File: src/hw/rtl/irpwd_pkg.sv
// shared types, constants and helpers of the ir pulse width decoder
// no dependencies
package irpwd_pkg;

  localparam int BITS_PER_BYTE = 8;
  localparam int BitIdxW = (BITS_PER_BYTE > 1) ? $clog2(BITS_PER_BYTE) : 1;

  localparam int TimeW = 32;
  localparam int ByteW = 8;
  localparam int FrameW = 8;

  localparam logic [TimeW-1:0] StartupLo = 32'd24500;
  localparam logic [TimeW-1:0] StartupHi = 32'd26000;
  localparam logic [TimeW-1:0] ConfirmLo = 32'd1500;
  localparam logic [TimeW-1:0] ConfirmHi = 32'd1700;
  localparam logic [TimeW-1:0] FrameLo = 32'd34000;
  localparam logic [TimeW-1:0] FrameHi = 32'd36000;
  localparam logic [TimeW-1:0] Bit0Lo = 32'd300;
  localparam logic [TimeW-1:0] Bit0Hi = 32'd450;
  localparam logic [TimeW-1:0] Bit1Lo = 32'd1150;
  localparam logic [TimeW-1:0] Bit1Hi = 32'd1300;

  localparam int QueueDepth = 2;
  localparam int QueuePtrW = 1;
  localparam int QueueCntW = 2;

  typedef enum logic [2:0] {
    CLS_STARTUP,
    CLS_CONFIRM,
    CLS_FRAME,
    CLS_BIT0,
    CLS_BIT1,
    CLS_BAD
  } pulse_class_t;

  typedef enum logic [2:0] {
    KIND_STARTUP = 3'd0,
    KIND_CONFIRM = 3'd1,
    KIND_FRAME   = 3'd2,
    KIND_BIT     = 3'd3,
    KIND_BAD     = 3'd4
  } event_kind_t;

  typedef enum logic [1:0] {
    STAGE_IDLE      = 2'd0,
    STAGE_STARTED   = 2'd1,
    STAGE_CONFIRMED = 2'd2
  } stage_t;

  // handshake between front and queue, queue and back
  typedef struct packed {
    logic         valid;
    pulse_class_t cls;
  } class_push_t;

  function automatic logic in_window(input logic [TimeW-1:0] d,
                                     input logic [TimeW-1:0] lo,
                                     input logic [TimeW-1:0] hi);
    return (d > lo) && (d < hi);
  endfunction

endpackage

File: src/hw/rtl/irpwd_queue.sv
// short queue of pulse classes between front and back
// depends on irpwd_pkg
module irpwd_queue
  import irpwd_pkg::*;
(
  input  logic        clk,
  input  logic        rst,
  input  class_push_t push,
  output logic        push_ready,
  output class_push_t pop,
  input  logic        pop_ready
);

  pulse_class_t         entries [QueueDepth];
  logic [QueuePtrW-1:0] wr_ptr;
  logic [QueuePtrW-1:0] rd_ptr;
  logic [QueueCntW-1:0] count;
  logic                 do_push;
  logic                 do_pop;

  assign push_ready = (count != QueueCntW'(QueueDepth));
  assign pop.valid = (count != '0);
  assign pop.cls = entries[rd_ptr];
  assign do_push = push.valid && push_ready;
  assign do_pop = pop.valid && pop_ready;

  always_ff @(posedge clk) begin
    if (do_push) begin
      entries[wr_ptr] <= push.cls;
    end
  end

  always_ff @(posedge clk) begin
    if (rst) begin
      wr_ptr <= '0;
      rd_ptr <= '0;
      count  <= '0;
    end else begin
      if (do_push) begin
        wr_ptr <= wr_ptr + 1'b1;
      end
      if (do_pop) begin
        rd_ptr <= rd_ptr + 1'b1;
      end
      case ({do_push, do_pop})
        2'b10:   count <= count + 1'b1;
        2'b01:   count <= count - 1'b1;
        default: count <= count;
      endcase
    end
  end

endmodule

File: config.mk
export PLATFORM = sky130hd
export DESIGN_NAME = irpwd_queue
export DESIGN_NICKNAME = d
export VERILOG_FILES = /design/src/hw/rtl/irpwd_pkg.sv /design/src/hw/rtl/irpwd_queue.sv
export SDC_FILE = /design/constraint.sdc
export NUM_CORES = 1
export LEC_CHECK = 0
export BUFFER_PORTS_ARGS = -buffer_cell sky130_fd_sc_hd__buf_2
export CORE_AREA = 3 3 40 42
export CTS_CLUSTER_DIAMETER = 60
export DETAILED_ROUTE_END_ITERATION = 10
export DIE_AREA = 0 0 43 45
export HOLD_SLACK_MARGIN = 0.1
export PLACE_DENSITY = 0.52
export SETUP_SLACK_MARGIN = 0.4
export SLEW_MARGIN = 40
export SYNTH_ARGS = -nofsm -noshare
export SYNTH_HDL_FRONTEND = slang
export SYNTH_SLANG_ARGS = --single-unit
File: constraint.sdc
create_clock -name clk -period 1.6 [get_ports clk]
set_input_delay 0.32 -clock clk [delete_from_list [all_inputs] [get_ports clk]]
set_output_delay 0.32 -clock clk [all_outputs]
set_load 0.01 [all_outputs]
==> flow_summary.ini, run 1 <==
[logic_synthesis]
seq_area_frac_synth = 0.642
syn_nets = 41
synth_area_leader_cell = edfxtp_1
ys_seq_elements = 11
synth_area_leaders = edfxtp_1 (41%), dfxtp_1 (23%), mux2_2 (7.7%)
async_reset_ff_frac = 0
netlist_area_um2 = 437
yosys_warnings = 0
synth_edf_count = 6
synth_cell_types = 18
netlist.area_leader.share = 0.413
syn-instance-count = 33
synth_flop_cell = edfxtp_1
synth_commonest_cells = edfxtp_1 (6), dfxtp_1 (5), mux2_2 (3), nor2_1 (3)
synth.most_common_cell = edfxtp_1
syn_area_per_cell_um2 = 13.2

[route]
drt_wl_total_um = 896
vias = 312
ant_nets = 0
vias_per_cell = 4.59
first_iter_violations = 2
first_pass_iters = 2
drc = 0
wire_per_inst_um = 13.2

[setup_path]
cp_max_fo = 5
worstPathRequired_ps = 1800
arrival_ps = 1630
critPathCaptureType = register
worst-setup-path-type = register to register
cp-start-kind = register

[timing]
finalClockSkew_ps = 3.51
period_share = 0.894
slew_headroom = 0.842
finalHoldViolCount = 0
setup_viol = 0
holdWs_ps = 242
fin_crit_ps = 1430
rsz0062_at_grt = yes
fmax_mhz = 699
setup_tns_ps = 0
worstMarginPinSlew_ps = 235
drv_slew = 0

[clock_tree]
numCtsBuffers = 3
cts_sinks = 11
clk_latency_ps = 270
cts_buffer_depth = 2
cts_tree = yes
cts_max_level = 1
clk_pin_slew_worst_paths_ps = 60
cts_root_buf = clkbuf_4

[power]
power_density_mw_per_mm2 = 1850
leakage_uw = 0.000277
ir_worst_vdd_v = 0.00100

[global_route]
grt_usage = 0.0927
antenna_found_initial = 0
grt_max_degree = 7
grt_pass1_vias = 295
grt_pass1_wl_um = 1240
overflow = 0

[finish]
final_cells = 68
antenna_cells = 0
drive_gt1_frac = 0.604
regArea_um2 = 289
multi_input_area_um2 = 203
fill_cells = 109
final_nets = 62
syn_to_final_growth_pct = 53.0

[floorplanning]
dieWidth_um = 43
num_rows = 13
fp.dieArea_mm2 = 0.00194
fp.coreArea_mm2 = 0.00128
dieHeight_um = 45
io_pins = 12
start_util = 0.340

[placement]
port-buffer-count = 11
place_inst = 59
place_congestion = 0.683
hpwl_um = 607

[job]
maxCapViolations = 0

[hold_path]
hp-class = primary input to register

[status]
outcome = complete, no violations
[cell type report]
class / count / share of cell area
inverter: 1 / 0.00562
timing repair buffer: 16 / 0.191
sequential: 11 / 0.433
multi-input combinational: 21 / 0.303
tap: 15 / 0.0281
clock buffer: 4 / 0.0393
[registers in the layout, summed over array words and instances, names as in the netlist, named ones only]
register and cells:
wr_ptr 1, rd_ptr 1, entries 6, count 2
[per-stage QoR]
step / total power, µW / worst slack [ps] / util / area (µm²)
after floorplan: 701 / 288 / - / 462
after global placement: 784 / 274 / 0.417 / 536
after detailed placement: 818 / 216 / 0.417 / 536
after CTS: 1130 / 210 / 0.482 / 619
after global routing: 1300 / 135 / 0.520 / 668
final: 1240 / 169 / 0.520 / 668
[what timing repair did]
action,CTS,global route
gates cloned,0,0
buffers inserted,1,4
pin swaps,1,2
hold endpoints to repair,0,0
gates resized for setup,11,4
hold buffers,0,0
endpoints found under the setup margin,7,7
[metal layers]
| layer | GRT usage | part of all wire | vias to the layer above |
|---|---|---|---|
| met1 | 0.0823 | 0.33 | 144 |
| li1 | - | - | 157 |
| met2 | 0.168 | 0.58 | 9 |
| met3 | 0.0359 | 0.066 | 2 |
| met5 | 0 | 0 | - |
| met4 | 0.0723 | 0.023 | 0 |
[layout by cell type (no fill, tap or decap)]
cell / instances
clkbuf_4: 3
or3_1: 1
xnor2_1: 2
ha_4: 1
buf_2: 6
and3_1: 1
nand2_4: 1
edfxtp_1: 6
nand2b_4: 1
clkbuf_1: 1
dfxtp_1: 2
dfxtp_4: 2
o21a_4: 1
nor2_1: 3
dfxtp_2: 1
or2_2: 1
xor2_1: 1
inv_1: 1
a21oi_1: 1
nand3b_1: 1
a21bo_2: 1
a21oi_2: 1
buf_4: 4
buf_6: 6
o21ai_0: 1
mux2_4: 3
[critical path, cell delays in order (launching register included)]
cell and delay [ps]:
dfxtp_4 360, o21a_4 230, ha_4 150, xnor2_1 140, or3_1 360, a21oi_2 120
[report_power, final]
part           internal [µW]  total, µW  switching (µW)
clock network           96.5        182            85.0
registers                390        462            71.7
logic                    365        594             229
total                    852       1240             386
[cells by family (layout without fill, tap and decap cells)]
family / count (synthesis) / after routing / synth area share
and+or+nand+nor: 9 / 9 / 0.109
xor gates and xnor gates: 3 / 3 / 0.0602
buffers and inverters: 1 / 21 / 0.00859
AOI/OAI and AO/OA: 5 / 5 / 0.0745
muxes: 3 / 3 / 0.0774
adders and majority gates: 1 / 1 / 0.0286
DFF: 11 / 11 / 0.642
[path summary, 6_finish.rpt]
path / start / to / slack (ps) / depth (start not counted)
min reg2reg: rd_ptr$_SDFFE_PP0P_ / rd_ptr$_SDFFE_PP0P_ / 560 / 2
max reg2reg: count[0]$_SDFFE_PP0P_ / count[1]$_SDFFE_PP0P_ / 170 / 5
min: push[1] / entries[0][1]$_DFFE_PP_ / 240 / 1
max: count[0]$_SDFFE_PP0P_ / count[1]$_SDFFE_PP0P_ / 170 / 5
Note: power is estimated with default switching activity, not from simulation.
==> inputs of run 2 (changes only) <==
--- a/config.mk
+++ b/config.mk
@@ -8,6 +8,6 @@
 export BUFFER_PORTS_ARGS = -buffer_cell sky130_fd_sc_hd__buf_2
-export CORE_AREA = 3 3 40 42
+export CORE_AREA = 2 2 39 41
 export CTS_CLUSTER_DIAMETER = 60
 export DETAILED_ROUTE_END_ITERATION = 10
-export DIE_AREA = 0 0 43 45
+export DIE_AREA = 0 0 41 43
 export HOLD_SLACK_MARGIN = 0.1
==> constraint.sdc (replaced) <==
create_clock -name clk -period 1.6 [get_ports clk]
set_input_delay 0.08 -clock clk [delete_from_list [all_inputs] [get_ports clk]]
set_output_delay 0.08 -clock clk [all_outputs]
set_load 0.01 [all_outputs]
==> flow_summary.ini, run 2 (same netlist as run 1, synthesis figures left out) <==
[finish]
largest_reg_flops = 6
regMostFlops = entries
finalInstanceArea_um2 = 676
syn_to_final_growth_pct = 54.7
mostFrequentLayoutCells = buf_2 (7), edfxtp_1 (6), buf_6 (5), dlygate4sd3_1 (4)
reg_top3 = entries x6, count x2
layout_commonest_cell = buf_2
drive_gt1_frac = 0.556
antenna_cells = 0
final_nets = 63

[setup_path]
setup.worst_path.start = count[1]$_SDFFE_PP0P_
cp_cell_sequence = o21a_4 -> ha_4 -> xnor2_1 -> or3_1 -> a21oi_2
timing.rr.start = count[1]$_SDFFE_PP0P_
cp_max_fo = 5
worstPathRequired_ps = 1790
worst-setup-path-type = register to register
cp-start-kind = register
arrival_ps = 1600
slowest_stage = dfxtp_2
critPathCaptureType = register
max_stage_delay_ps = 360

[floorplanning]
fp.coreArea_mm2 = 0.00138
dieHeight_um = 43
dieWidth_um = 41
start_util = 0.316
io_pins = 12
fp.dieArea_mm2 = 0.00176
num_rows = 14

[route]
ant_nets = 0
first_pass_iters = 2
drc = 0
vias_per_cell = 4.44
drt_wl_total_um = 864
wire_per_inst_um = 12.3
first_iter_violations = 2
vias = 311

[timing]
slew_headroom = 0.826
finalClockSkew_ps = 3.62
holdWs_ps = 154
setup_viol = 0
rsz0062_at_grt = yes
finalHoldViolCount = 0
fmax_mhz = 713
fin_crit_ps = 1400
setup_tns_ps = 0
drv_slew = 0
setup_ws_ps = 198
worstMarginPinSlew_ps = 258
period_share = 0.877

[power]
p_switching_uw = 353
intPower_uw = 805
pwr-share-seq = 0.391
power_density_mw_per_mm2 = 1720
swShare = 0.305
ir_worst_vdd_v = 0.000860
p_clk_frac = 0.156
leakage_uw = 0.000274
power.total_uw = 1160
p_comb_frac = 0.453

[clock_tree]
clk_pin_slew_worst_paths_ps = 70
cts_sinks = 11
clk_latency_ps = 260
cts_max_level = 1
numCtsBuffers = 3
cts_buffer_depth = 2
cts_root_buf = clkbuf_4
cts_tree = yes

[placement]
post_dp_cell_area_um2 = 537
post-place-ws_ps = 197
place_congestion = 0.630
port-buffer-count = 11

[hold_path]
hp-class = primary input to register
hp-start = push[3]

[global_route]
grt_usage = 0.128
grt_max_degree = 7
grt_pass1_wl_um = 1430
overflow = 0
antenna_found_initial = 0
grt_pass1_vias = 325

[status]
outcome = complete, no violations

[job]
maxCapViolations = 0
run 2: critical path: cells and delay by family, from the launching register on:
kind | cells | cell delay, ps
AO/OA/AOI/OAI | 2 | 370
XOR/XNOR | 1 | 120
adder cells (fa/ha/maj) | 1 | 160
flip-flops | 1 | 360
AND/OR/NAND/NOR | 1 | 330
run 2: cell type report:
type                       instances  area [µm²]
multi-input combinational         21         198
inverter                           1        3.75
sequential                        11         289
clock buffer                       4        26.3
fill                             128         708
timing repair buffer              17         139
tap                               16        20.0
run 2: worst paths after layout:
check,cells after the start,slack [ps],to
setup / recovery,5,200,count[1]$_SDFFE_PP0P_
hold / removal,3,150,wr_ptr$_SDFFE_PP0P_
setup reg to reg,5,200,count[1]$_SDFFE_PP0P_
hold reg to reg,2,520,rd_ptr$_SDFFE_PP0P_
run 2: stage by stage:
| stage | utilization | cells |
|---|---|---|
| floorplan | - | 33 |
| global placement | 0.388 | 60 |
| detailed placement | 0.388 | 60 |
| CTS | 0.458 | 70 |
| global route | 0.488 | 70 |
| finish | 0.488 | 70 |
run 2: power groups by stage:
stage	Clock (µW)	Sequential (µW)	Combinational, µW
after CTS	187	442	443
final	181	453	525
after global routing	205	464	567
after detailed placement	0	446	364
after global placement	0	438	351
after floorplan	0	429	271
run 2: what timing repair did:
item,4_1_cts,5_1_grt
endpoints found under the setup margin,5,8
hold buffers,4,0
endpoints found under the hold margin,11,0
setup buffers,2,0
gates resized for setup,4,10
run 2: metal layers:
| metal | share of wire | GRT usage |
|---|---|---|
| met3 | 0.051 | 0.0314 |
| met4 | 0.013 | 0.100 |
| met5 | 0 | 0 |
| met2 | 0.55 | 0.206 |
| met1 | 0.39 | 0.132 |
